## src/rtl/core/mh_pkg.sv

```systemverilog
// Types, constants and the arctangent table shared by the heading pipeline.
package mh_pkg;

   localparam int RAW_W     = 16;
   localparam int FIELD_W   = 18;
   localparam int HEAD_W    = 16;
   localparam int ANG_W     = 32;
   localparam int PRE_SHIFT = 24;
   localparam int VEC_W     = 45;
   localparam int PROD_W    = ANG_W + HEAD_W;
   localparam int TABLE_LEN = 24;
   localparam int TAB_IDX_W = $clog2(TABLE_LEN);

   localparam logic [HEAD_W-1:0] FULL_TURN  = 16'd46080;
   localparam logic [ANG_W-1:0]  HALF_TURN  = 32'h8000_0000;
   localparam logic [PROD_W-1:0] ROUND_HALF = 48'h0000_8000_0000;

   typedef logic [ANG_W-1:0] atan_table_type [TABLE_LEN];

   // atan(2^-i) in units of 2^-32 turn
   localparam atan_table_type ATAN_TABLE = '{
      32'h20000000, 32'h12E4051E, 32'h09FB385B, 32'h051111D4,
      32'h028B0D43, 32'h0145D7E1, 32'h00A2F61E, 32'h00517C55,
      32'h0028BE53, 32'h00145F2F, 32'h000A2F98, 32'h000517CC,
      32'h00028BE6, 32'h000145F3, 32'h0000A2FA, 32'h0000517D,
      32'h000028BE, 32'h0000145F, 32'h00000A2F, 32'h00000517,
      32'h0000028B, 32'h00000145, 32'h000000A2, 32'h00000051
   };

   typedef struct packed {
      logic                      conv;
      logic                      zero;
      logic signed [FIELD_W-1:0] fx;
      logic signed [FIELD_W-1:0] fy;
      logic signed [FIELD_W-1:0] fz;
      logic signed [VEC_W-1:0]   x;
      logic signed [VEC_W-1:0]   y;
      logic [ANG_W-1:0]          ang;
   } cordic_type;

   typedef struct packed {
      logic                      conv;
      logic                      zero;
      logic signed [FIELD_W-1:0] fx;
      logic signed [FIELD_W-1:0] fy;
      logic signed [FIELD_W-1:0] fz;
      logic [PROD_W-1:0]         prod;
   } scale_type;

endpackage

```

## src/rtl/core/mh_front.sv

```systemverilog
// Input stage: scales the axes, gates invalid samples and folds the vector into x >= 0.
module mh_front (
   input  logic                            clock,
   input  logic                            reset,
   input  logic                            sensor_ready,
   input  logic                            valid_in,
   output logic                            ready_out,
   input  logic                            read_ok,
   input  logic signed [mh_pkg::RAW_W-1:0] raw_x,
   input  logic signed [mh_pkg::RAW_W-1:0] raw_y,
   input  logic signed [mh_pkg::RAW_W-1:0] raw_z,
   output logic                            valid_out,
   input  logic                            ready_in,
   output mh_pkg::cordic_type              data_out
);

   logic                                valid_ff;
   mh_pkg::cordic_type                  data_ff;
   mh_pkg::cordic_type                  data_in;
   logic                                conv;
   logic signed [mh_pkg::FIELD_W-1:0]   fx;
   logic signed [mh_pkg::FIELD_W-1:0]   fy;
   logic signed [mh_pkg::FIELD_W-1:0]   fz;
   logic signed [mh_pkg::VEC_W-1:0]     xs;
   logic signed [mh_pkg::VEC_W-1:0]     ys;

   assign conv = sensor_ready & read_ok;

   always_comb begin
      fx = (mh_pkg::FIELD_W'(raw_x) <<< 1) + mh_pkg::FIELD_W'(raw_x);
      fy = (mh_pkg::FIELD_W'(raw_y) <<< 1) + mh_pkg::FIELD_W'(raw_y);
      fz = (mh_pkg::FIELD_W'(raw_z) <<< 1) + mh_pkg::FIELD_W'(raw_z);
      if (!conv) begin
         fx = '0;
         fy = '0;
         fz = '0;
      end
      xs = mh_pkg::VEC_W'(fx) <<< mh_pkg::PRE_SHIFT;
      ys = mh_pkg::VEC_W'(fy) <<< mh_pkg::PRE_SHIFT;
      data_in.conv = conv;
      data_in.zero = (fx == '0) && (fy == '0);
      data_in.fx   = fx;
      data_in.fy   = fy;
      data_in.fz   = fz;
      if (xs[mh_pkg::VEC_W-1]) begin
         data_in.x   = -xs;
         data_in.y   = -ys;
         data_in.ang = mh_pkg::HALF_TURN;
      end else begin
         data_in.x   = xs;
         data_in.y   = ys;
         data_in.ang = '0;
      end
   end

   assign ready_out = !valid_ff || ready_in;

   always_ff @(posedge clock) begin
      if (reset) begin
         valid_ff <= 1'b0;
      end else if (ready_out) begin
         valid_ff <= valid_in;
      end
   end

   always_ff @(posedge clock) begin
      if (ready_out) begin
         data_ff <= data_in;
      end
   end

   assign valid_out = valid_ff;
   assign data_out  = data_ff;

   a_fold_nonneg: assert property (@(posedge clock) disable iff (reset)
      valid_ff |-> !data_ff.x[mh_pkg::VEC_W-1])
      else $error("folded x is negative");

endmodule

```

## config.mk

```make
export PLATFORM = sky130hd
export DESIGN_NAME = mh_front
export DESIGN_NICKNAME = d
export VERILOG_FILES = /design/src/rtl/core/mh_pkg.sv /design/src/rtl/core/mh_front.sv
export SDC_FILE = /design/constraint.sdc
export NUM_CORES = 1
export LEC_CHECK = 0
export ABC_CLOCK_PERIOD_IN_PS = 3940
export BUFFER_PORTS_ARGS = -buffer_cell sky130_fd_sc_hd__buf_2
export CAP_MARGIN = 30
export CORE_MARGIN = 2
export CORE_UTILIZATION = 45
export DETAILED_ROUTE_END_ITERATION = 10
export PLACE_DENSITY = 0.84
export SYNTH_ARGS = -nofsm -noshare
export SYNTH_HDL_FRONTEND = slang
export SYNTH_SLANG_ARGS = --single-unit
```

## constraint.sdc

```tcl
create_clock -name clock -period 3.94 [get_ports clock]
set_clock_uncertainty 0.1 [all_clocks]
set_input_delay 0.591 -clock clock [delete_from_list [all_inputs] [get_ports clock]]
set_output_delay 0.591 -clock clock [all_outputs]
set_load 0.01 [all_outputs]
```

### After elaboration in Yosys (flattened, before gate mapping)

Index checks and enable logic that the tools add are counted.
Widths: inputs -> output; s select.

* $add $sub $neg: 5
* muxes and demuxes: 3
* bitwise operators: 1
* reductions and logical operators: 5

Operators with widths (count)
* $mux 118: 1
* $neg 42->45: 2
* $add 17x16->18: 3
* $logic_not 18->1: 2
* $mux 18: 2
* $and 1x1->1: 1
* $logic_and 1x1->1: 1
* $logic_not 1->1: 1
* $logic_or 1x1->1: 1

* flip-flop bits (word level): 179
* logic and storage cells: 25

### Depth between registers and ports, before layout

* word-level depth: 4
* mapped depth: 12
* depth with buffers taken out: 12

### Worst setup path before layout

No wires, ideal clock.

* path type: input port to output port
* start point: input ready_in
* end point: output ready_out
* data arrival time: 3.010 ns
* required time: 3.249 ns
* slack: 0.239 ns
* stages: 1
* path through: nand2b_1

* cells in the longest elaborated chain, start to end: 1

RTL lines
* from (decl): RTL line mh_front.sv:13 `input logic ready_in,`
* $logic_or 1x1->1: RTL line mh_front.sv:56 `assign ready_out = !valid_ff || ready_in;`
* to (decl): RTL line mh_front.sv:7 `output logic ready_out,`

Every way passes these cells.

==> impl_metrics.py <==
metrics = {
    "final_layout": {
        "utilization_pct": 54.0,
        "final_cell_mix": "buf_2 (154), edfxtp_1 (96), conb_1 (82)",
        "area_growth_pct": 16.6,
        "antenna_cells": 0,
        "drive_above_1_share_pct": 23.5,
        "final_common_cell": "buf_2",
        "nNetsFinal": 942,
    },
    "power_and_ir_drop": {
        "p_total_mw": 3.06,
        "p_leak_nw": 3.87,
        "powerDensity_nw_per_um2": 387,
        "worst_ir_drop_vdd_uv": 207,
    },
    "setup_path": {
        "r2r_slack_ns": 2.36,
        "cp_common_cell": "o21a_1",
        "setup.worst_path.end_class": "flip-flop",
        "crit_slowest_cell": "or4_1",
        "r2r_cells": 2,
        "worstSetupPathType": "input pin to flip-flop",
        "worstPathRequired_ns": 3.94,
        "cp_max_fo": 4,
        "cp.arrival_ns": 3.60,
        "crit_path_start_kind": "input pin",
        "worst_path_largest_cell_delay_ns": 0.51,
        "crit_chain": "buf_2 -> ha_1 -> inv_1 -> fa_1 -> nor2b_1 -> o21a_1 -> o31ai_4 -> nand3_1 -> a21oi_1 -> a2111o_1 -> or4_1 -> o21a_1 -> mux2_4",
    },
    "placed_design": {
        "gp_congestion": 0.913,
        "dpl.hpwl_um": 12000,
        "port_buffers": 154,
    },
    "yosys": {
        "synthTopCellsByArea": "edfxtp_1 (43%), buf_4 (9.1%), ha_1 (8.7%)",
        "synth.distinct_cells": 61,
        "synthCells": 667,
        "synth_largest_area_cell": "edfxtp_1",
        "syn_area_um2": 6780,
        "yosys_most_used_dff": "edfxtp_1",
        "ys_seq_area_share_pct": 42.8,
        "yosys_warnings": 0,
        "async_flop_share_pct": 0,
        "synth_edf_count": 96,
        "netlist.area_leader.share_pct": 42.5,
        "ys_ff_latch": 97,
        "postSynthAreaPerCell_um2": 10.2,
    },
    "clock_tree": {
        "cts_hold_buf": 0,
        "clock_path_buffers": 2,
        "cts_root_buffer": "clkbuf_16",
        "h-tree-depth": 3,
        "clk_latency_ns": 0.34,
        "clk_pin_slew_ns": 0.07,
        "post_cts_buffers": 0,
        "cts_buffers": 9,
        "cts_tree": "done",
        "cts-resized-gates": 0,
        "clock_sinks": 97,
    },
    "floorplan": {
        "rows": 44,
        "initial_core_util_pct": 46.3,
        "io_pins": 234,
        "core_area_um2": 14600,
        "die-height_um": 127,
        "dieArea_um2": 16100,
        "chipWidth_um": 127,
    },
    "timing": {
        "setup_viol": 0,
        "max_slew_margin_pct": 60.7,
        "rsz0062_at_grt": "no",
        "worstMarginPinSlew_ns": 0.589,
        "period_share_pct": 91.3,
        "layout_min_cycle_time_ns": 3.60,
        "clock.fmax_mhz": 278,
        "hold_viol": 0,
        "slew_viol_final": 0,
    },
    "hold_path": {
        "hp-class": "input pin to flip-flop",
        "min_path_cells": 2,
    },
    "grt": {
        "antenna_found_initial": 0,
        "grt_max_degree": 71,
        "grt_pass1_vias": 4830,
        "grt_pass1_wl_um": 23900,
        "grt_usage_pct": 18.8,
        "grt.overflow.total": 0,
    },
    "detailed_routing": {
        "drc_errors": 0,
        "top_layer_used": "met4",
        "drt_wl_total_um": 15700,
        "post_drt_wl_per_cell_um": 15.3,
        "first_iter_violations": 380,
        "vias": 5279,
        "wl_met3_um": 1080,
        "met1Wirelength_um": 6950,
        "drt_pass1_iterations": 7,
        "via_per_inst": 5.14,
        "antenna_left": 0,
        "wl_met2_um": 7460,
    },
    "job": {
        "maxCapViolCount": 0,
    },
    "outcome": {
        "status": "complete, no violations",
    },
}
==> metal layers <==
metal	global-route usage, %	vias to the layer above
met3	3.25	18
met4	5.82	0
met2	31.6	224
met5	0	-
li1	-	2583
met1	25.0	2454
==> sequential cells by signal, indices dropped and copies added, names as in the netlist <==
name       count
data_out      96
valid_out      1
==> per-stage QoR <==
stage / std cells / hold slack (ns) / cell area, µm² / worst slack [ns] / TNS [ns]
after floorplan: 748 / 0.560 / 7090 / 0.239 / 0
after global placement: 1011 / 0.645 / 7600 / 0.0839 / 0
after detailed placement: 1011 / 0.647 / 7600 / -0.00848 / -0.00848
after CTS: 1027 / 0.278 / 7910 / 0.352 / 0
after global routing: 1027 / 0.281 / 7910 / 0.171 / 0
final: 1027 / 0.289 / 7910 / 0.341 / 0
==> synth_stat cells, types with 4 or more instances <==
| master | count |
|---|---|
| edfxtp_1 | 96 |
| buf_4 | 82 |
| nor2_1 | 64 |
| ha_1 | 47 |
| inv_1 | 41 |
| nand2_1 | 39 |
| xnor2_1 | 35 |
| a21oi_1 | 32 |
| o21ai_0 | 24 |
| a21o_1 | 14 |
| xor2_1 | 14 |
| nor3_1 | 13 |
| o21a_1 | 11 |
| nor2b_1 | 10 |
| clkbuf_1 | 9 |
| mux2i_1 | 9 |
| nand3_1 | 9 |
| a31oi_1 | 8 |
| and3_1 | 7 |
| nand2b_1 | 6 |
| o31ai_1 | 6 |
| nand3b_1 | 5 |
| nand4_1 | 5 |
| nand4b_1 | 5 |
| a211o_1 | 4 |
| a211oi_1 | 4 |
| buf_1 | 4 |
| o22ai_1 | 4 |
==> final cells by class <==
| cell class | instances | area [µm²] |
|---|---|---|
| Multi-Input combinational cell | 514 | 3370 |
| Inverter | 41 | 154 |
| Sequential cell | 97 | 2900 |
| Tap cell | 184 | 230 |
| Clock buffer | 10 | 229 |
| Timing Repair Buffer | 175 | 941 |
| Fill cell | 1337 | 6740 |
| Clock inverter | 6 | 82.6 |
==> cell families after synthesis <==
group | after synthesis | share of synthesized area, %
AOI/OAI and AO/OA | 141 | 14.4
adders and majority gates | 50 | 9.56
DFF | 97 | 42.8
other | 1 | 0.0553
muxes | 10 | 1.55
xor gates and xnor gates | 49 | 6.33
and+or+nand+nor | 182 | 13.2
buffers and inverters | 137 | 12.1
==> power by group <==
part           leakage, nW  total, mW  internal (mW)  switching [mW]
Combinational         2.63      0.836          0.335           0.501
Clock                0.144      0.934          0.553           0.381
Sequential            1.10       1.29           1.26          0.0282
==> final timing paths <==
check,startpoint,end
worst max register to register,valid_out$_SDFFE_PP0P_,data_out[144]$_DFFE_PP_
worst min register to register,valid_out$_SDFFE_PP0P_,data_out[177]$_DFFE_PP_
worst min-delay path,reset,valid_out$_SDFFE_PP0P_
worst max-delay path,raw_y[0],data_out[73]$_DFFE_PP_
==> worst max-delay path, delay by kind of cell <==
kind	cells	cell delay [ns]
adders and majority gates	2	0.57
buffers and inverters	2	0.17
AOI/OAI and AO/OA	5	1.15
muxes	1	0.29
and+or+nand+nor	3	0.81
No activity file was read; power rests on OpenSTA's default activity.
