### config.mk
export PLATFORM = sky130hd
export DESIGN_NAME = mh_rot_stage
export DESIGN_NICKNAME = d
export VERILOG_FILES = /design/src/rtl/core/mh_pkg.sv /design/src/rtl/core/mh_rot_stage.sv
export SDC_FILE = /design/constraint.sdc
export NUM_CORES = 1
export LEC_CHECK = 0
export BUFFER_PORTS_ARGS = -buffer_cell sky130_fd_sc_hd__buf_2
export CAP_MARGIN = 20
export CORE_MARGIN = 5
export CORE_UTILIZATION = 56
export CTS_BUF_LIST = sky130_fd_sc_hd__clkbuf_8
export DETAILED_ROUTE_END_ITERATION = 7
export PLACE_DENSITY = 0.84
export SLEW_MARGIN = 15
export SYNTH_ARGS = -nofsm -noshare
export SYNTH_HDL_FRONTEND = slang
export SYNTH_SLANG_ARGS = --single-unit
### constraint.sdc
create_clock -name clock -period 8 [get_ports clock]
set_input_delay 1.2 -clock clock [delete_from_list [all_inputs] [get_ports clock]]
set_output_delay 1.2 -clock clock [all_outputs]
set_load 0.03 [all_outputs]
### src/rtl/core/mh_pkg.sv
// Types, constants and the arctangent table shared by the heading pipeline.
package mh_pkg;

   localparam int RAW_W     = 16;
   localparam int FIELD_W   = 18;
   localparam int HEAD_W    = 16;
   localparam int ANG_W     = 32;
   localparam int PRE_SHIFT = 24;
   localparam int VEC_W     = 45;
   localparam int PROD_W    = ANG_W + HEAD_W;
   localparam int TABLE_LEN = 24;
   localparam int TAB_IDX_W = $clog2(TABLE_LEN);

   localparam logic [HEAD_W-1:0] FULL_TURN  = 16'd46080;
   localparam logic [ANG_W-1:0]  HALF_TURN  = 32'h8000_0000;
   localparam logic [PROD_W-1:0] ROUND_HALF = 48'h0000_8000_0000;

   typedef logic [ANG_W-1:0] atan_table_type [TABLE_LEN];

   // atan(2^-i) in units of 2^-32 turn
   localparam atan_table_type ATAN_TABLE = '{
      32'h20000000, 32'h12E4051E, 32'h09FB385B, 32'h051111D4,
      32'h028B0D43, 32'h0145D7E1, 32'h00A2F61E, 32'h00517C55,
      32'h0028BE53, 32'h00145F2F, 32'h000A2F98, 32'h000517CC,
      32'h00028BE6, 32'h000145F3, 32'h0000A2FA, 32'h0000517D,
      32'h000028BE, 32'h0000145F, 32'h00000A2F, 32'h00000517,
      32'h0000028B, 32'h00000145, 32'h000000A2, 32'h00000051
   };

   typedef struct packed {
      logic                      conv;
      logic                      zero;
      logic signed [FIELD_W-1:0] fx;
      logic signed [FIELD_W-1:0] fy;
      logic signed [FIELD_W-1:0] fz;
      logic signed [VEC_W-1:0]   x;
      logic signed [VEC_W-1:0]   y;
      logic [ANG_W-1:0]          ang;
   } cordic_type;

   typedef struct packed {
      logic                      conv;
      logic                      zero;
      logic signed [FIELD_W-1:0] fx;
      logic signed [FIELD_W-1:0] fy;
      logic signed [FIELD_W-1:0] fz;
      logic [PROD_W-1:0]         prod;
   } scale_type;

endpackage

### src/rtl/core/mh_rot_stage.sv
// One CORDIC vectoring micro-rotation with its pipeline register.
module mh_rot_stage #(
   parameter int SHIFT = 0
) (
   input  logic               clock,
   input  logic               reset,
   input  logic               valid_in,
   output logic               ready_out,
   input  mh_pkg::cordic_type data_in,
   output logic               valid_out,
   input  logic               ready_in,
   output mh_pkg::cordic_type data_out
);

   localparam logic [mh_pkg::TAB_IDX_W-1:0] IDX = mh_pkg::TAB_IDX_W'(SHIFT);
   localparam logic [mh_pkg::ANG_W-1:0]     STEP = mh_pkg::ATAN_TABLE[IDX];

   logic                            valid_ff;
   mh_pkg::cordic_type              data_ff;
   mh_pkg::cordic_type              rot_in;
   logic signed [mh_pkg::VEC_W-1:0] xs;
   logic signed [mh_pkg::VEC_W-1:0] ys;

   always_comb begin
      xs     = data_in.x >>> SHIFT;
      ys     = data_in.y >>> SHIFT;
      rot_in = data_in;
      if (!data_in.y[mh_pkg::VEC_W-1]) begin
         rot_in.x   = data_in.x + ys;
         rot_in.y   = data_in.y - xs;
         rot_in.ang = data_in.ang + STEP;
      end else begin
         rot_in.x   = data_in.x - ys;
         rot_in.y   = data_in.y + xs;
         rot_in.ang = data_in.ang - STEP;
      end
   end

   assign ready_out = !valid_ff || ready_in;

   always_ff @(posedge clock) begin
      if (reset) begin
         valid_ff <= 1'b0;
      end else if (ready_out) begin
         valid_ff <= valid_in;
      end
   end

   always_ff @(posedge clock) begin
      if (ready_out) begin
         data_ff <= rot_in;
      end
   end

   assign valid_out = valid_ff;
   assign data_out  = data_ff;

endmodule

Word-level counts from Yosys, hierarchy flattened
Index checks and enable logic that the tools add are counted.
- register bits after elaboration: 179
- output and inout bits: 180
- reductions and logical operators: 2
- multiplexer cells: 1
- add/subtract/negate cells: 5
- operator list (kind ; count):
    122-bit two-way mux ; 1
    45-bit subtractor ; 2
    45-bit adder ; 1
    32-bit by 30-bit adder with 32-bit output, second input constant ; 1
    32-bit by 30-bit subtractor with 32-bit output, second input constant ; 1
    1-bit zero test ; 1
    1-bit logical OR ; 1

Depth between registers and ports, before layout
Gate-level depths: netlist (run 1).
- depth in word-level cells: 2
- depth in mapped cells: 13

Worst setup path before layout (run 1)
No wires, ideal clock.
- kind: input-to-output
- from: input port ready_in
- to: output port ready_out
- required time: 6.800 ns
- arrival: 5.679 ns
- setup slack: 1.121 ns
- stages on the path: 1
- buffers on the path: 0
- cell sequence: nand2b_1
- word-level cells in the longest chain between the ends: 1
- RTL lines (what ; RTL line ; RTL):
    start: declaration ; mh_rot_stage.sv:11 ; input logic ready_in,
    1-bit logical OR ; mh_rot_stage.sv:39 ; assign ready_out = !valid_ff || ready_in;
    end: declaration ; mh_rot_stage.sv:8 ; output logic ready_out,
No other way between the ends.

==> results.md, run 1 <==
- Worst Path Max Fanout: 11
- Crit. path cell count: 12
- Class of the worst hold path: input pin to flip-flop
- Worst slew pin tran: 974.6 ps
- Starting Density: 0.5684
- Max-cap violations: 0
- Routed wire length: 50.15 mm
- # IOs: about 360
- Seq/Total Area, Yosys: 0.3871
- Htree depth: 4
- CORE AREA: 24250 sq um
- Fin Setup TNS: 0 ps
- Hold_ws: around 860 ps
- Clock sink count: 178
- Fin crit share: 0.5469
- Overall Global Routing Usage: 0.3414
- Adder-Cell Fraction of Synth Area: 0.1402
- Clock buffer depth: 2
- Power Dens Cells: between 150 and 200 nW/um^2
- Post-synthesis xor/xnor area fraction: 0.05465
- Hold buffer count at cts: 0
- First-pass DRT Iterations: 8
- Num rows: 57
- Slew Viols, Final: 0
- Min cycle time layout: 4375 ps
- Vias in the first global route: about 13000
- Initial antenna violation count: 1
- Critical path, cell by cell: buf_2 -> inv_1 -> ha_1 -> nor2_1 -> o211ai_1 -> o211ai_1 -> a211oi_1 -> nand3_1 -> a31oi_1 -> nand2b_1 -> a211oi_1 -> xnor2_1
- Data arrival, critical path: 4600 ps
- Netlist cell types: between 80 and 90
- Crit. Startpoint: data_in[38]
- WP buf/inv: 2
- First-pass GRT wire length: approximately 75 mm
- Seq cells post-synth: 178
- Worst-path clk slew: 130 ps
- Layout Area Growth over Synthesis: 17.54%
- Largest delay contributor family on the critical path: compound AO/OA/AOI/OAI gates
- Status: complete, but fails checks
- Mux contribution to synthesized area: 0.01543
- Worst Skew: about 30 ps
- Resize count post-CTS: 0
- Reg-to-reg setup timing slack: 5750 ps
- Die Ht: between 150 and 200 microns
- Synth Warn #: 0
- Iter 0 DRT Violations: 1387
- Via/cell ratio: slightly above 6
- Largest family of logic cells by synthesized area: compound AO/OA/AOI/OAI gates
- Synth async-reset ratio: 0
- Reg-to-Reg End: data_out[29]
- Critical Path Start Type: input pin
- Total CTS buffers: 17
- R2r worst-path depth: 2
- Final cell count without fillers: 2127
- Comb power frac: 0.390
- Nets: 2123
- Synth Area in Simple Gates: 0.1287
- Placed insts: 2094
- # DRC: 1
- Hold path depth: 2
- Detailed placement HPWL: 39.82 mm
- Synthesized area: 13780 sq um
- TritonCTS clock tree: built
- Share of the synthesized area in the top cell type: 0.3856
- R2r startpoint: valid_out
- Crit. End Element: flip-flop
- Via count: about 13000
- Failing checks: DRC
- CP endpoint: data_out[120]
- Internal: 1.815 mW
- Flop pwr share: 0.392
- Post-Synthesis Mean Instance Area: 9.389 sq um
- Switch share: 0.4277
- Cells after Synth: 1468
- Syn Nets: 1802
- Top FF cell, synth: edfxtp_1
- Synth area leaders: edfxtp_1, ha_1, a21oi_1
- WS Path Type: input pin to flip-flop
- Final Hold Viols: 0
- PortBufs: 361
- Switching power: 1.356 mW
- Fraction of layout cells with a size suffix above 1: 0.2386
- Fmax: between 200 and 250 MHz
- DRT antenna net count: 0
- CP Data Required Time: 8230 ps
- RSZ-0062 raised after global routing: false
- Clock power frac: 0.218
- Die width: roughly 170 microns
- Largest net degree at the start of global routing: a little under 70
- Routability cong.: 1.018
- Slowest stage cell, crit path: ha_1
- Max VDD drop: between 0.0001 and 0.00015 V
- CP peak stage delay: roughly 590 ps
- Root Buffer: clkbuf_8
- Post-synth top cells: a21oi_1, edfxtp_1, ha_1
- Leak pwr: between 7 and 8 nW
- Total grt overflow: 0
- Average wire per standard cell: 23.58 microns
- Die footprint: 27850 sq um
- Worst-Skew Late Latency: between 400 and 500 ps
- Cell type with the largest total area after synthesis: edfxtp_1
- Slew HR: 0.3502
- Post-CTS setup buffer count: 0
- Final setup vio count: 0
- EDFF count, synth: 177
- Compound-Gate Fraction of Synth Area: 0.2161
[cell type report]
type	count	area (sq um)
diodes	1	2.502
clock buffers	17	234.0
clock inverters	15	202.7
fillers	2027	8048
inverters	138	518.0
multi-input cells	1088	7659
flip-flops and latches	178	5335
well taps	324	405.4
repair buffers	366	1844
[layer usage]
metal | track usage | up-vias | wire, microns
li1 | - | 5957 | -
met1 | 0.4538 | 6349 | 20100
met2 | 0.5750 | 796 | 23900
met3 | 0.05025 | 111 | 4373
met4 | 0.1142 | 0 | 1775
met5 | 0 | - | 0
[sequential cells by signal (all words and copies together), names as in the netlist]
| register | cells |
|---|---|
| valid_out | 1 |
| data_out | 177 |
[power groups by stage]
stage	Sequential [mW]	Clock [mW]	Combinational (mW)
after floorplan	1.55	0	0.524
after detailed placement	1.26	0	1.21
after global placement	1.26	0	1.21
after CTS	1.24	0.695	1.22
after global routing	1.26	0.741	1.30
final	1.24	0.693	1.24
[worst min path at each step]
stage / from / endpoint / slack (ps)
4_1_cts: reset / valid_out / 850
5_1_grt: reset / valid_out / 830
2_1_floorplan: reset / valid_out / 1270
3_3_place_gp: valid_out / valid_out / 1240
3_5_place_dp: valid_out / valid_out / 1260
6_report: reset / valid_out / 860
[cells by family after synthesis]
logic type                 count (synthesis)
AOI/OAI and AO/OA                        466
and+or+nand+nor                          363
buffers and inverters                    202
DFF                                      178
adders and majority gates                152
xor gates and xnor gates                  86
muxes                                     21
[layout by cell type (no fill, tap or decap), types with 12 or more instances in the layout]
cell / n
inv_1: 132
a31oi_1: 17
nor2b_1: 19
o21bai_1: 29
xor2_1: 14
mux2i_1: 19
o21ai_0: 81
o21a_1: 12
a21oi_1: 177
nor2_1: 110
xnor2_1: 72
o211ai_1: 15
nand2_1: 80
buf_2: 361
nand2b_1: 13
a21o_1: 24
a211oi_1: 18
nor4_1: 13
nand4_1: 19
clkbuf_8: 17
nand3_1: 27
ha_1: 148
nor3_1: 36
edfxtp_1: 177
[through the flow]
stage	total power [mW]	cell area [sq um]	worst slack [ps]	util
5_1_grt	3.298	16200	3622	0.6681
3_5_place_dp	2.476	15760	3388	0.6500
3_3_place_gp	2.464	15760	3479	0.6500
6_report	3.171	16200	3625	0.6681
4_1_cts	3.156	16200	3847	0.6680
2_1_floorplan	2.073	13780	1121	-
Power figures use the tool's default switching activity.
==> run 2: changes to the inputs <==
Settings changed: CORE_UTILIZATION 56 to 50, PLACE_DENSITY 0.84 to 0.79.
Clock period 8 ns to 3.8 ns, I/O delays scaled along.
==> run 2 against run 1 <==
  * Combinational power is 120% higher
  * Final cell count grew 5.8%
  * Largest power group is now combinational logic
  * Global-route usage shrank 3.2 points
  * Sequential share of layout area fell by 1.6 points
  * Sequential power is 110% higher
  * The run now ends clean
  * Critical endpoint is now data_out[121]
  * Critical path depth unchanged
  * Design area is 5.2% higher
  * Die area increased by 11%
  * First-iteration DRC count decreased by 0.58%
==> results.md, run 2 (synthesis gave the netlist of run 1 again) <==
- Status: finished clean
- Final worst slack: 400.6 ps
- Final setup vio count: 0
- Layout Area Growth over Synthesis: 23.70%
- Die Ht: between 150 and 200 microns
- TritonCTS clock tree: built
- RSZ-0062 raised after global routing: false
- DRT antenna net count: 0
- Flip-flop count of the largest register after layout: around 180
- Min cycle time layout: 3399 ps
- Vias in the first global route: 12874
- Crit. End Element: flip-flop
- Resize count post-CTS: 0
- Hold buffer count at cts: 0
- Met1 usage: 0.3992
- Htree depth: 4
- Starting Density: 0.5100
- Iter 0 DRT Violations: 1379
- Fraction of layout cells with a size suffix above 1: 0.2802
- Num rows: 60
- Class of the worst hold path: input pin to flip-flop
- CORE AREA: 27030 sq um
- Hold Path End: valid_out
- Worst Path Max Fanout: 7
- Final cell count without fillers: ~2300
- Max-cap violations: 0
- First-pass DRT Iterations: 6
- Worst-Skew Late Latency: 470 ps
- Reg-to-Reg End: data_out[4]
- R2r startpoint: valid_out
- CP Data Required Time: 4040 ps
- Routing usage on met3: 0.05460
- Largest net degree at the start of global routing: 72
- Placed insts: 2215
- Via count: 13444
- Leak pwr: between 7 and 8 nW
- PortBufs: roughly 360
- Data arrival, critical path: 3640 ps
- Die width: 176.0 microns
- Fin area: between 15000 and 20000 sq um
- Routability cong.: slightly above 1
- Fin Setup TNS: 0 ps
- Most frequent cells in the layout: buf_2, a21oi_1, edfxtp_1
- Slew HR: 0.5065
- Worst Skew: roughly 18 ps
- DP Area: between 15000 and 20000 sq um
- GR Util met2: 0.5232
- Total grt overflow: 0
- GR peak layer: met2
- Overall Global Routing Usage: 0.3095
- Clock sink count: 178
- Post-CTS setup buffer count: 0
- Worst-path clk slew: roughly 120 ps
- # DRC: 0
- First-pass GRT wire length: 75.02 mm
- Power Dens Cells: 401.2 nW/um^2
- Root Buffer: clkbuf_8
- Clock buffer depth: 2
- Fin crit share: 0.8946
- R2r worst-path depth: 2
- Tot Pwr: a little under 7 mW
- Total CTS buffers: 17
- Worst Hold Launch: reset
- Hold path depth: 2
- Slew Viols, Final: 0
- Max VDD drop: about 0.00017 V
- Routed wire length: 50.57 mm
- WS Path Type: input pin to flip-flop
- Nets: 2227
- Commonest non-fill, non-tap cell in the layout: buf_2
- Final Hold Viols: 0
- Critical Path Start Type: input pin
- Worst slew pin tran: about 740 ps
- Average wire per standard cell: 22.47 microns
- Detailed placement HPWL: between 40 and 50 mm
- Via/cell ratio: 5.975
- Fmax: a little under 300 MHz
- # IOs: approximately 360
- Reg-to-reg setup timing slack: roughly 2000 ps
- Die footprint: 30990 sq um
- Initial antenna violation count: 3
- Pre-CTS WS: about 21 ps
[run 2: cell count changes in the layout (fill, tap and decap cells not counted), sizes merged]
cell and change:
buf +104, clkinv +3, inv -3, diode +2, bufinv +1, clkinvlp -1
[run 2: worst max-delay path by stage]
stage | start | endpoint | slack [ps]
after CTS | data_in[53] | data_out[121] | 500
after floorplan | ready_in | ready_out | 290
after global routing | data_in[46] | data_out[75] | 300
after detailed placement | data_in[53] | data_out[121] | 20
after global placement | data_in[46] | data_out[64] | 7
final | data_in[53] | data_out[121] | 400
[run 2: through the flow]
step           hold slack, ps  utilization
6_report                227.0       0.6309
5_1_grt                 202.3       0.6309
4_1_cts                 214.2       0.6306
3_5_place_dp            725.5       0.6143
3_3_place_gp            722.5       0.6143
2_1_floorplan           639.1            -
[run 2: cell type report]
| type | count | area, sq um |
|---|---|---|
| Fill cell | 2336 | 9976 |
| Multi-Input combinational cell | 1088 | 7659 |
| Sequential cell | 178 | 5335 |
| Timing Repair Buffer | 470 | 2663 |
| Inverter | 138 | 518.0 |
| Tap cell | 341 | 426.7 |
| Clock buffer | 17 | 234.0 |
| Clock inverter | 15 | 207.7 |
| Antenna cell | 3 | 7.507 |
[run 2: critical path, cell delays in order]
cell and delay (ps):
buf_2 110, inv_1 60, ha_1 390, nor4_1 550, and3_1 260, nor4b_2 250
o31ai_2 170, a2111oi_4 600, or3_1 190, o221ai_1 140, a21o_1 220, xnor2_1 120
[run 2: routing by layer]
| layer | vias up | part of all wire | routed length, microns |
|---|---|---|---|
| li1 | 6153 | - | - |
| met4 | 0 | 0.041 | 2053 |
| met3 | 117 | 0.084 | 4223 |
| met5 | - | 0 | 0 |
| met2 | 779 | 0.47 | 23910 |
| met1 | 6395 | 0.40 | 20380 |
[run 2: where the power goes]
part           leakage (nW)  internal, mW  switching (mW)
clock                 0.219         0.575           0.914
sequential             1.84          2.52          0.0916
combinational          5.73         0.901            1.84
