<file path="src/rtl/core/mh_pkg.sv">
// Types, constants and the arctangent table shared by the heading pipeline.
package mh_pkg;

   localparam int RAW_W     = 16;
   localparam int FIELD_W   = 18;
   localparam int HEAD_W    = 16;
   localparam int ANG_W     = 32;
   localparam int PRE_SHIFT = 24;
   localparam int VEC_W     = 45;
   localparam int PROD_W    = ANG_W + HEAD_W;
   localparam int TABLE_LEN = 24;
   localparam int TAB_IDX_W = $clog2(TABLE_LEN);

   localparam logic [HEAD_W-1:0] FULL_TURN  = 16'd46080;
   localparam logic [ANG_W-1:0]  HALF_TURN  = 32'h8000_0000;
   localparam logic [PROD_W-1:0] ROUND_HALF = 48'h0000_8000_0000;

   typedef logic [ANG_W-1:0] atan_table_type [TABLE_LEN];

   // atan(2^-i) in units of 2^-32 turn
   localparam atan_table_type ATAN_TABLE = '{
      32'h20000000, 32'h12E4051E, 32'h09FB385B, 32'h051111D4,
      32'h028B0D43, 32'h0145D7E1, 32'h00A2F61E, 32'h00517C55,
      32'h0028BE53, 32'h00145F2F, 32'h000A2F98, 32'h000517CC,
      32'h00028BE6, 32'h000145F3, 32'h0000A2FA, 32'h0000517D,
      32'h000028BE, 32'h0000145F, 32'h00000A2F, 32'h00000517,
      32'h0000028B, 32'h00000145, 32'h000000A2, 32'h00000051
   };

   typedef struct packed {
      logic                      conv;
      logic                      zero;
      logic signed [FIELD_W-1:0] fx;
      logic signed [FIELD_W-1:0] fy;
      logic signed [FIELD_W-1:0] fz;
      logic signed [VEC_W-1:0]   x;
      logic signed [VEC_W-1:0]   y;
      logic [ANG_W-1:0]          ang;
   } cordic_type;

   typedef struct packed {
      logic                      conv;
      logic                      zero;
      logic signed [FIELD_W-1:0] fx;
      logic signed [FIELD_W-1:0] fy;
      logic signed [FIELD_W-1:0] fz;
      logic [PROD_W-1:0]         prod;
   } scale_type;

endpackage

</file>
<file path="src/rtl/core/mh_scale.sv">
// Binary angle to 1/128-degree units: multiply stage, then round, wrap and output register.
module mh_scale (
   input  logic                             clock,
   input  logic                             reset,
   input  logic                             valid_in,
   output logic                             ready_out,
   input  mh_pkg::cordic_type               data_in,
   output logic                             valid_out,
   input  logic                             ready_in,
   output logic                             valid_res,
   output logic signed [mh_pkg::FIELD_W-1:0] field_x,
   output logic signed [mh_pkg::FIELD_W-1:0] field_y,
   output logic signed [mh_pkg::FIELD_W-1:0] field_z,
   output logic [mh_pkg::HEAD_W-1:0]        heading_deg
);

   logic                              mul_valid_ff;
   mh_pkg::scale_type                 mul_ff;
   mh_pkg::scale_type                 mul_in;
   logic                              mul_ready;
   logic                              out_valid_ff;
   logic                              conv_ff;
   logic signed [mh_pkg::FIELD_W-1:0] fx_ff;
   logic signed [mh_pkg::FIELD_W-1:0] fy_ff;
   logic signed [mh_pkg::FIELD_W-1:0] fz_ff;
   logic [mh_pkg::HEAD_W-1:0]         head_ff;
   logic [mh_pkg::HEAD_W-1:0]         head_in;
   logic [mh_pkg::PROD_W-1:0]         rounded;

   always_comb begin
      mul_in.conv = data_in.conv;
      mul_in.zero = data_in.zero;
      mul_in.fx   = data_in.fx;
      mul_in.fy   = data_in.fy;
      mul_in.fz   = data_in.fz;
      mul_in.prod = mh_pkg::PROD_W'(data_in.ang) * mh_pkg::PROD_W'(mh_pkg::FULL_TURN);
   end

   always_comb begin
      rounded = mul_ff.prod + mh_pkg::ROUND_HALF;
      head_in = rounded[mh_pkg::PROD_W-1:mh_pkg::ANG_W];
      if (mul_ff.zero || !mul_ff.conv || head_in >= mh_pkg::FULL_TURN) begin
         head_in = '0;
      end
   end

   assign mul_ready = !out_valid_ff || ready_in;
   assign ready_out = !mul_valid_ff || mul_ready;

   always_ff @(posedge clock) begin
      if (reset) begin
         mul_valid_ff <= 1'b0;
         out_valid_ff <= 1'b0;
      end else begin
         if (ready_out) begin
            mul_valid_ff <= valid_in;
         end
         if (mul_ready) begin
            out_valid_ff <= mul_valid_ff;
         end
      end
   end

   always_ff @(posedge clock) begin
      if (ready_out) begin
         mul_ff <= mul_in;
      end
      if (mul_ready) begin
         conv_ff <= mul_ff.conv;
         fx_ff   <= mul_ff.fx;
         fy_ff   <= mul_ff.fy;
         fz_ff   <= mul_ff.fz;
         head_ff <= head_in;
      end
   end

   assign valid_out   = out_valid_ff;
   assign valid_res   = conv_ff;
   assign field_x     = fx_ff;
   assign field_y     = fy_ff;
   assign field_z     = fz_ff;
   assign heading_deg = head_ff;

endmodule

</file>
<file path="config.mk">
export PLATFORM = sky130hd
export DESIGN_NAME = mh_scale
export DESIGN_NICKNAME = d
export VERILOG_FILES = /design/src/rtl/core/mh_pkg.sv /design/src/rtl/core/mh_scale.sv
export SDC_FILE = /design/constraint.sdc
export NUM_CORES = 1
export LEC_CHECK = 0
export BUFFER_PORTS_ARGS = -buffer_cell sky130_fd_sc_hd__buf_2
export CORE_ASPECT_RATIO = 1.1
export CORE_MARGIN = 10
export CORE_UTILIZATION = 40
export CTS_CLUSTER_SIZE = 10
export DETAILED_ROUTE_END_ITERATION = 8
export PLACE_DENSITY = 0.6
export SLEW_MARGIN = 25
export SYNTH_ARGS = -nofsm -noshare
export SYNTH_HDL_FRONTEND = slang
export SYNTH_SLANG_ARGS = --single-unit
</file>
<file path="constraint.sdc">
create_clock -name clock -period 5.9 [get_ports clock]
set_input_delay 1.18 -clock clock [delete_from_list [all_inputs] [get_ports clock]]
set_output_delay 1.18 -clock clock [all_outputs]
set_load 0.005 [all_outputs]
</file>
Word level (Yosys, flattened, before mapping)
Cells that the tools add are included.

word-level totals
  bits in registers = 167
  input bits = 182
  logic and storage cells = 23

operators by class
  add/sub/neg operators = 1
  multiply operators = 1
  magnitude comparators = 1
  reductions and logical operators = 7

operators by type and width
  cell                                                 number
  adder 48 x 32 -> 48 bit (second input constant)      1
  multiplier 32 x 6 -> 38 bit (second input constant)  1
  >= comparator 16 bit (second input constant)         1
  logical OR 1 bit                                     4
  logical NOT 1 bit                                    3

Longest topological paths before layout
Gate-level depths: netlist (run 1).

  word-level depth = 3
  mapped depth = 15
  gate-level depth less buffers = 14

Worst setup path after synthesis (run 1)
Ideal clock, no wire load.

  kind = input -> register
  from = input data_in[11] (netlist name)
  to = register mul_ff[46] (netlist name) (data pin)
  setup time = 0.258 ns
  data arrival time = 4.241 ns
  required time = 5.642 ns
  path slack = 1.401 ns
  stages = 13
  buffers on the path = 0
  path through = ha_1 -> inv_1 -> fa_1 -> fa_1 -> inv_1 -> ha_1 -> a21oi_1 -> o211ai_1 -> a211oi_1 -> a2111oi_0 -> a2111oi_2 -> o21ai_1 -> xnor2_1

RTL lines
  what                    line            text
  start: declaration      mh_scale.sv:7   input mh_pkg::cordic_type data_in,
  end signal: assignment  mh_scale.sv:66  mul_ff <= mul_in;
  end: declaration        mh_scale.sv:18  mh_pkg::scale_type mul_ff;

==> PnR_summary.wiki, run 1 <==
{| class="wikitable"
! Metric !! Value
|-
| Status || completed
|-
| Starting density of the core || 0.404
|-
| Multi-input logic area || between 0.003 and 0.004 mm2
|-
| Kind of path behind the tightest hold check || reg -> reg
|-
| Post-synth ARST share || 0
|-
| Clock latency reported for the late side of the worst-skew pair || between 0.4 and 0.5 ns
|-
| Final Hold Slack || just over 0.4 ns
|-
| Signal arrival time at the worst endpoint || a little under 5 ns
|-
| Instance count of the mapped netlist || around 680
|-
| Proportion of synthesized chip area in sequential cells || 0.509
|-
| Post-detailed-route count of antenna-violating nets || 0
|-
| Buffer depth of the longest clock path || 2
|-
| DRT iter0 DRCs || about 330
|-
| First-pass GRT wire length || ~28 mm
|-
| CTS H-tree lvls || 4
|-
| Share of final-layout standard cells stronger than drive strength 1 || 0.254
|-
| Final worst path period need || 4.65 ns
|-
| Maximum vdd ir drop || about 200 uV
|-
| Worst path cell trace || buf_2 > ha_1 > inv_1 > fa_1 > fa_1 > inv_1 > ha_1 > a21oi_1 > o211ai_1 > a211oi_1 > a2111oi_0 > a2111oi_2 > o21ai_1 > xnor2_1
|-
| Post-synthesis instance area || 0.00858 mm2
|-
| First element of the critical path || data_in[11]
|-
| Worst hold path depth || 0
|-
| Total routing resource utilization after global routing || 0.126
|-
| NumNets Final || ~1200
|-
| Core footprint || approximately 0.021 mm2
|-
| Worst EP required || ~6 ns
|-
| Worst clock skew on the final layout || approximately 0.008 ns
|-
| Post-CTS setup-driven buffer insertion count || 0
|-
| Register-to-Register Path Depth || 8
|-
| Leakage power || about 4.7 nW
|-
| Die Outline Area || around 0.028 mm2
|-
| Primary FF master, synth || edfxtp_1
|-
| Number of detailed-route iterations in the first pass || 4
|-
| Pre-CTS setup slack || 0.811 ns
|-
| Worst flop-to-flop path endpoint || heading_deg[1]
|-
| Biggest cell delay along the critical path || between 0.5 and 0.6 ns
|-
| Hold Buf Count CTS || 0
|-
| Synth area leaders || edfxtp_1 (50%), ha_1 (13%), fa_1 (9.8%)
|-
| RSZ-0062 raised after global routing || false
|-
| Largest family of logic cells by synthesized area || adder cells
|-
| Number of antenna violations at the first check in global routing || 1
|-
| Number of setup violations in the final report || 0
|-
| Estimated wirelength of the detail-placed design || between 10 and 15 mm
|-
| Dominant cell type by area after synthesis || edfxtp_1
|-
| Utilization of the core after routing || 0.488
|-
| Number of distinct library cells after synthesis || 56
|-
| Sum of routed wire length over all layers || ~17 mm
|-
| Fraction of the cycle the final worst path needs || 0.788
|-
| Area fraction of the dominant cell type after synthesis || 0.504
|-
| Vertical extent of the die || around 170 um
|-
| Critical Setup Path Class || in -> reg
|-
| Number of resized instances in the post-cts repair step || 0
|-
| Post-detailed-route wirelength per cell || 15.0 um
|-
| Critical path peak fanout || 6
|-
| DRC violations left || 0
|-
| Area share of and/or/nand/nor cells after synthesis || 0.0805
|-
| Highest attainable clock frequency || about 0.22 GHz
|-
| Maximum number of pins on one net before global-route repair || slightly above 60
|-
| Type of destination of the critical path || register
|-
| Final hold vios || 0
|-
| Clock Sinks || 146
|-
| Final estimated routing congestion in global placement || 0.859
|-
| Worst Hold Endpoint || field_x[3]
|-
| Synth-to-layout area growth || 20.7%
|-
| Library cell contributing the largest single delay on the critical path || fa_1
|-
| Number of global-route vias before repair || 5669
|-
| Slew Limit Fails || 0
|-
| Post-synthesis compound-gate area fraction || 0.0824
|-
| Clock slew at the register clock pins of the worst setup and hold paths || 0.06 ns
|-
| Mux contribution to synthesized area || 0.00365
|-
| Setup TNS || 0 ns
|-
| Number of enable-type register cells in the synthesized netlist || 144
|-
| Register cell area after layout || 0.00436 mm2
|-
| Setup WS post-layout || approximately 1.2 ns
|-
| Total CTS buffers || 17
|-
| Syn_area_per_cell || around 13 um2
|-
| Clock tree from TritonCTS || done
|-
| Max-capacitance violation count || 0
|-
| Most used standard cell by instance count after synthesis || edfxtp_1
|-
| Via count || 5422
|-
| Beginning of the worst hold path || mul_ff[87]
|-
| Port bufs || roughly 160
|-
| Net Count, Synth || between 900 and 1000
|-
| Rows || 56
|-
| Post-detailed-route via-to-cell ratio || about 4.7
|-
| Number of filler instances in the final layout || roughly 1900
|-
| Post-placement cell area || 0.00974 mm2
|-
| Final Instance Area || about 0.010 mm2
|-
| Pwr dens || between 300 and 400 mW/mm2
|-
| Tightest slew margin relative to the limit || 0.493
|-
| Most common library cells after synthesis || edfxtp_1 (144), inv_1 (101), ha_1 (88)
|-
| FF-to-FF setup slack || 3.47 ns
|-
| Buffer type at the clock tree root || clkbuf_16
|-
| Width of the die || 160 um
|-
| Post-synthesis adder-cell area fraction || 0.226
|-
| XOR/XNOR share of the synthesized area || 0.0490
|-
| Worst slew pin tran || between 0.7 and 0.8 ns
|-
| Nature of the critical path startpoint || input port
|-
| Register bit count reported by yosys || 146
|-
| Yosys warning count || 0
|-
| Ports || ~260
|-
| Overall overflow remaining after global route || 0
|-
| Origin of the critical flop-to-flop path || mul_ff[32]
|}
[routing by layer]
| layer | vias to the layer above | global-route usage | share of wire |
|---|---|---|---|
| met5 | - | 0 | 0 |
| met4 | 0 | 0.0398 | 0.012 |
| met3 | 13 | 0.0314 | 0.057 |
| met2 | 154 | 0.202 | 0.46 |
| met1 | 2496 | 0.163 | 0.47 |
| li1 | 2759 | - | - |
[power by group]
part           total (mW)  switching (mW)  internal (mW)
clock network        1.09           0.447          0.643
registers            1.41          0.0824           1.33
logic                1.40           0.808          0.593
[sequential cells by signal (all words and copies together), names as in the netlist]
name          count
mul_valid_ff      1
mul_ff           73
valid_out         1
heading_deg      16
valid_res         1
field_x          18
field_y          18
field_z          18
[area by class of cell]
class,instances,share of cell area
Tap cell,290,0.0350
Inverter,101,0.0366
Sequential cell,146,0.421
Antenna cell,1,0.000242
Clock inverter,15,0.0185
Multi-Input combinational cell,422,0.367
Timing Repair Buffer,166,0.0807
Clock buffer,17,0.0411
[cells by family after synthesis]
logic type | count (synthesis)
AO/OA/AOI/OAI | 115
XOR/XNOR | 48
adder cells (fa/ha/maj) | 130
buffers and inverters | 110
flip-flops | 146
multiplexers | 3
AND/OR/NAND/NOR | 126
[placed cells by master (no fill, tap or decap), types with 10 or more instances in the layout]
master,count
edfxtp_1,144
nand2_1,29
nand3_1,16
o21ai_0,25
nor2_2,11
fa_1,42
xnor2_1,23
xor2_1,25
clkbuf_16,17
nor2_1,23
inv_1,100
nand4_1,10
a21oi_1,44
buf_2,164
a21o_1,15
ha_1,88
[how the worst max path moves through the flow]
stage / end / slack [ns] / depth (start not counted)
global placement: mul_ff[46] / 0.84 / 14
finish: mul_ff[46] / 1.25 / 14
global route: mul_ff[46] / 1.05 / 14
detailed placement: mul_ff[46] / 0.81 / 14
CTS: mul_ff[46] / 1.25 / 14
floorplan: mul_ff[46] / 1.40 / 13
[stage by stage]
stage	instances	total power [mW]
2_1_floorplan	678	2.48
6_report	1158	3.90
4_1_cts	1157	3.95
3_5_place_dp	1125	2.84
5_1_grt	1158	4.21
3_3_place_gp	1125	2.82
[worst max-delay path: cells and delay by family]
| family | cells | cell delay [ns] |
|---|---|---|
| XOR/XNOR | 1 | 0.14 |
| adder cells (fa/ha/maj) | 4 | 1.67 |
| AO/OA/AOI/OAI | 6 | 1.60 |
| buffers and inverters | 3 | 0.23 |
(Power assumes the default switching activity.)
==> run 2, diff against run 1 <==
--- a/config.mk
+++ b/config.mk
@@ -5,13 +5,14 @@
 export SDC_FILE = /design/constraint.sdc
 export NUM_CORES = 1
 export LEC_CHECK = 0
+export ABC_AREA = 1
 export BUFFER_PORTS_ARGS = -buffer_cell sky130_fd_sc_hd__buf_2
 export CORE_ASPECT_RATIO = 1.1
 export CORE_MARGIN = 10
 export CORE_UTILIZATION = 40
 export CTS_CLUSTER_SIZE = 10
 export DETAILED_ROUTE_END_ITERATION = 8
-export PLACE_DENSITY = 0.6
+export PLACE_DENSITY = 0.63
 export SLEW_MARGIN = 25
 export SYNTH_ARGS = -nofsm -noshare
 export SYNTH_HDL_FRONTEND = slang
==> constraint.sdc (replaced) <==
create_clock -name clock -period 3.9 [get_ports clock]
set_input_delay 0.78 -clock clock [delete_from_list [all_inputs] [get_ports clock]]
set_output_delay 0.78 -clock clock [all_outputs]
set_load 0.005 [all_outputs]
==> PnR_summary.wiki, run 2 <==
{| class="wikitable"
! Metric !! Value
|-
| Status || completed
|-
| NumNets Final || roughly 1400
|-
| Primary FF master, synth || edfxtp_1
|-
| Worst EP required || 4.07 ns
|-
| Post-detailed-route wirelength per cell || 13.6 um
|-
| Worst slew pin tran || between 0.9 and 1 ns
|-
| Post-synthesis instance area || between 0.008 and 0.009 mm2
|-
| Signal arrival time at the worst endpoint || ~3.7 ns
|-
| Kind of path behind the tightest hold check || reg -> reg
|-
| Worst clock skew on the final layout || 0.00789 ns
|-
| Max-capacitance violation count || 0
|-
| CTS H-tree lvls || 4
|-
| Slew Limit Fails || 0
|-
| Post-synth ARST share || 0
|-
| Nature of the critical path startpoint || input port
|-
| Synth area leaders || edfxtp_1 (48%), ha_1 (12%), fa_1 (9.4%)
|-
| Biggest cell delay along the critical path || between 0.5 and 0.6 ns
|-
| Core footprint || around 0.022 mm2
|-
| Clock latency reported for the late side of the worst-skew pair || around 0.41 ns
|-
| Estimated wirelength of the detail-placed design || 15.9 mm
|-
| Overall power consumption || ~6.3 mW
|-
| Sum of routed wire length over all layers || roughly 19 mm
|-
| Fraction of the cycle the final worst path needs || 0.917
|-
| Starting density of the core || 0.406
|-
| Synth-to-layout area growth || 25.0%
|-
| Diode count || 0
|-
| Pwr dens || between 500 and 600 mW/mm2
|-
| Final estimated routing congestion in global placement || around 0.90
|-
| RSZ-0062 raised after global routing || false
|-
| Number of detailed-route iterations in the first pass || 5
|-
| Post-CTS setup-driven buffer insertion count || 0
|-
| Number of enable-type register cells in the synthesized netlist || roughly 140
|-
| Tightest slew margin relative to the limit || 0.375
|-
| Number of antenna violations at the first check in global routing || 0
|-
| Instance count of the mapped netlist || 853
|-
| Proportion of synthesized chip area in sequential cells || 0.488
|-
| Final worst path period need || about 3.6 ns
|-
| Leakage power || 5.44 nW
|-
| Yosys warning count || 0
|-
| Setup TNS || 0 ns
|-
| First-pass GRT wire length || approximately 31 mm
|-
| Crit-path leading delay family || adder cells
|-
| Share of final-layout standard cells stronger than drive strength 1 || 0.238
|-
| Commonest non-fill, non-tap cells in the layout || buf_2 (164), inv_1 (156), nand2_1 (154)
|-
| Dominant cell type by area after synthesis || edfxtp_1
|-
| Syn_area_per_cell || 10.5 um2
|-
| Hold Buf Count CTS || 0
|-
| Clock Sinks || 146
|-
| Clock slew at the register clock pins of the worst setup and hold paths || approximately 0.060 ns
|-
| Vertical extent of the die || roughly 180 um
|-
| Die Outline Area || ~0.029 mm2
|-
| Most common library cells after synthesis || inv_1 (156), nand2_1 (155), edfxtp_1 (144)
|-
| Highest attainable clock frequency || roughly 0.28 GHz
|-
| Width of the die || ~160 um
|-
| Leading cell type in the layout, fill and taps excluded || buf_2
|-
| Most used standard cell by instance count after synthesis || inv_1
|-
| Number of distinct library cells after synthesis || 30
|-
| Worst path cell trace || buf_2 > ha_1 > inv_1 > fa_1 > fa_1 > inv_1 > ha_1 > buf_4 > nand2_1 > o21ai_0 > a21oi_1 > o21ai_0 > a21oi_1 > nand2_1 > nand2_1 > nand2_1
|-
| DRC violations left || 0
|-
| Number of global-route vias before repair || roughly 6600
|-
| Overall overflow remaining after global route || 0
|-
| Via count || approximately 6400
|-
| Post-detailed-route via-to-cell ratio || around 4.6
|-
| Ports || 255
|-
| Net Count, Synth || about 1200
|-
| Maximum number of pins on one net before global-route repair || 75
|-
| Port bufs || 164
|-
| DRT iter0 DRCs || ~210
|-
| Library cell contributing the largest single delay on the critical path || fa_1
|-
| Type of destination of the critical path || register
|-
| Crit path buf inv count || 4
|-
| Total CTS buffers || 17
|-
| Register with the most flip-flops || mul_ff
|-
| Most numerous cell on the critical path || nand2_1
|-
| Buffer depth of the longest clock path || 2
|-
| Number of setup violations in the final report || 0
|-
| Buffer type at the clock tree root || clkbuf_16
|-
| Area fraction of the dominant cell type after synthesis || 0.484
|-
| Register bit count reported by yosys || between 100 and 150
|-
| Total routing resource utilization after global routing || 0.135
|-
| Rows || 57
|-
| Maximum vdd ir drop || around 240 uV
|-
| Number of resized instances in the post-cts repair step || 0
|-
| Post-detailed-route count of antenna-violating nets || 0
|-
| Critical Setup Path Class || in -> reg
|-
| Max reg flops || 73
|-
| Critical path peak fanout || 3
|-
| Final hold vios || 0
|-
| Clock tree from TritonCTS || done
|}
-- run 2: cell types whose count changed after synthesis, sizes merged, moves of 6 or more --
cell | before | now
a21o | 15 | 9
clkbuf | 7 | 0
inv | 101 | 157
nand2 | 30 | 155
nand3 | 18 | 27
nor2 | 34 | 88
nor3 | 5 | 12
xnor2 | 23 | 9
-- run 2: area by class of cell --
cell class | count | area, um2
inverter | 157 | 589
clock inverter | 15 | 166
fill | 2043 | 10900
multi-input combinational | 549 | 3990
clock buffer | 17 | 425
timing repair buffer | 223 | 1260
tap | 295 | 369
sequential | 146 | 4360
-- run 2: logic make-up (layout without fill, tap and decap cells) --
kind of cell,count (synthesis),after routing,synth area share
AOI/OAI and AO/OA,92,92,0.0578
xor gates and xnor gates,34,34,0.0333
adders and majority gates,130,130,0.217
buffers and inverters,158,412,0.0672
DFF,146,146,0.488
and+or+nand+nor,293,293,0.136
-- run 2: metal layers --
metal  vias up  track usage  wire length, um
met5         -            0                0
met4         0       0.0341              174
met2       183        0.225             8890
li1       3305            -                -
met1      2934        0.172             8830
met3        12       0.0340             1230
-- run 2: stage by stage --
stage               cells  instance area (um2)  setup slack (ns)   util  hold slack [ns]
finish               1402                11200             0.322  0.507            0.411
global placement     1370                10600           -0.0690  0.480            0.401
detailed placement   1370                10600            -0.102  0.480            0.405
global route         1402                11200            0.0581  0.507            0.423
CTS                  1402                11200             0.334  0.507            0.413
floorplan             853                 8940             0.303      -            0.400
-- run 2: path summary, 6_finish.rpt --
kind	start	endpoint	cells after the start	slack, ns
worst max register to register	mul_ff[31]	heading_deg[5]	11	1.85
worst min register to register	mul_ff[66]	field_y[0]	0	0.41
worst min-delay path	mul_ff[66]	field_y[0]	0	0.41
worst max-delay path	data_in[16]	mul_ff[41]	16	0.32
-- run 2: power breakdown --
part | switching (mW) | internal [mW] | total (mW)
clock network | 0.639 | 0.958 | 1.60
logic | 1.50 | 1.12 | 2.62
registers | 0.0999 | 2.00 | 2.10
total | 2.24 | 4.08 | 6.32
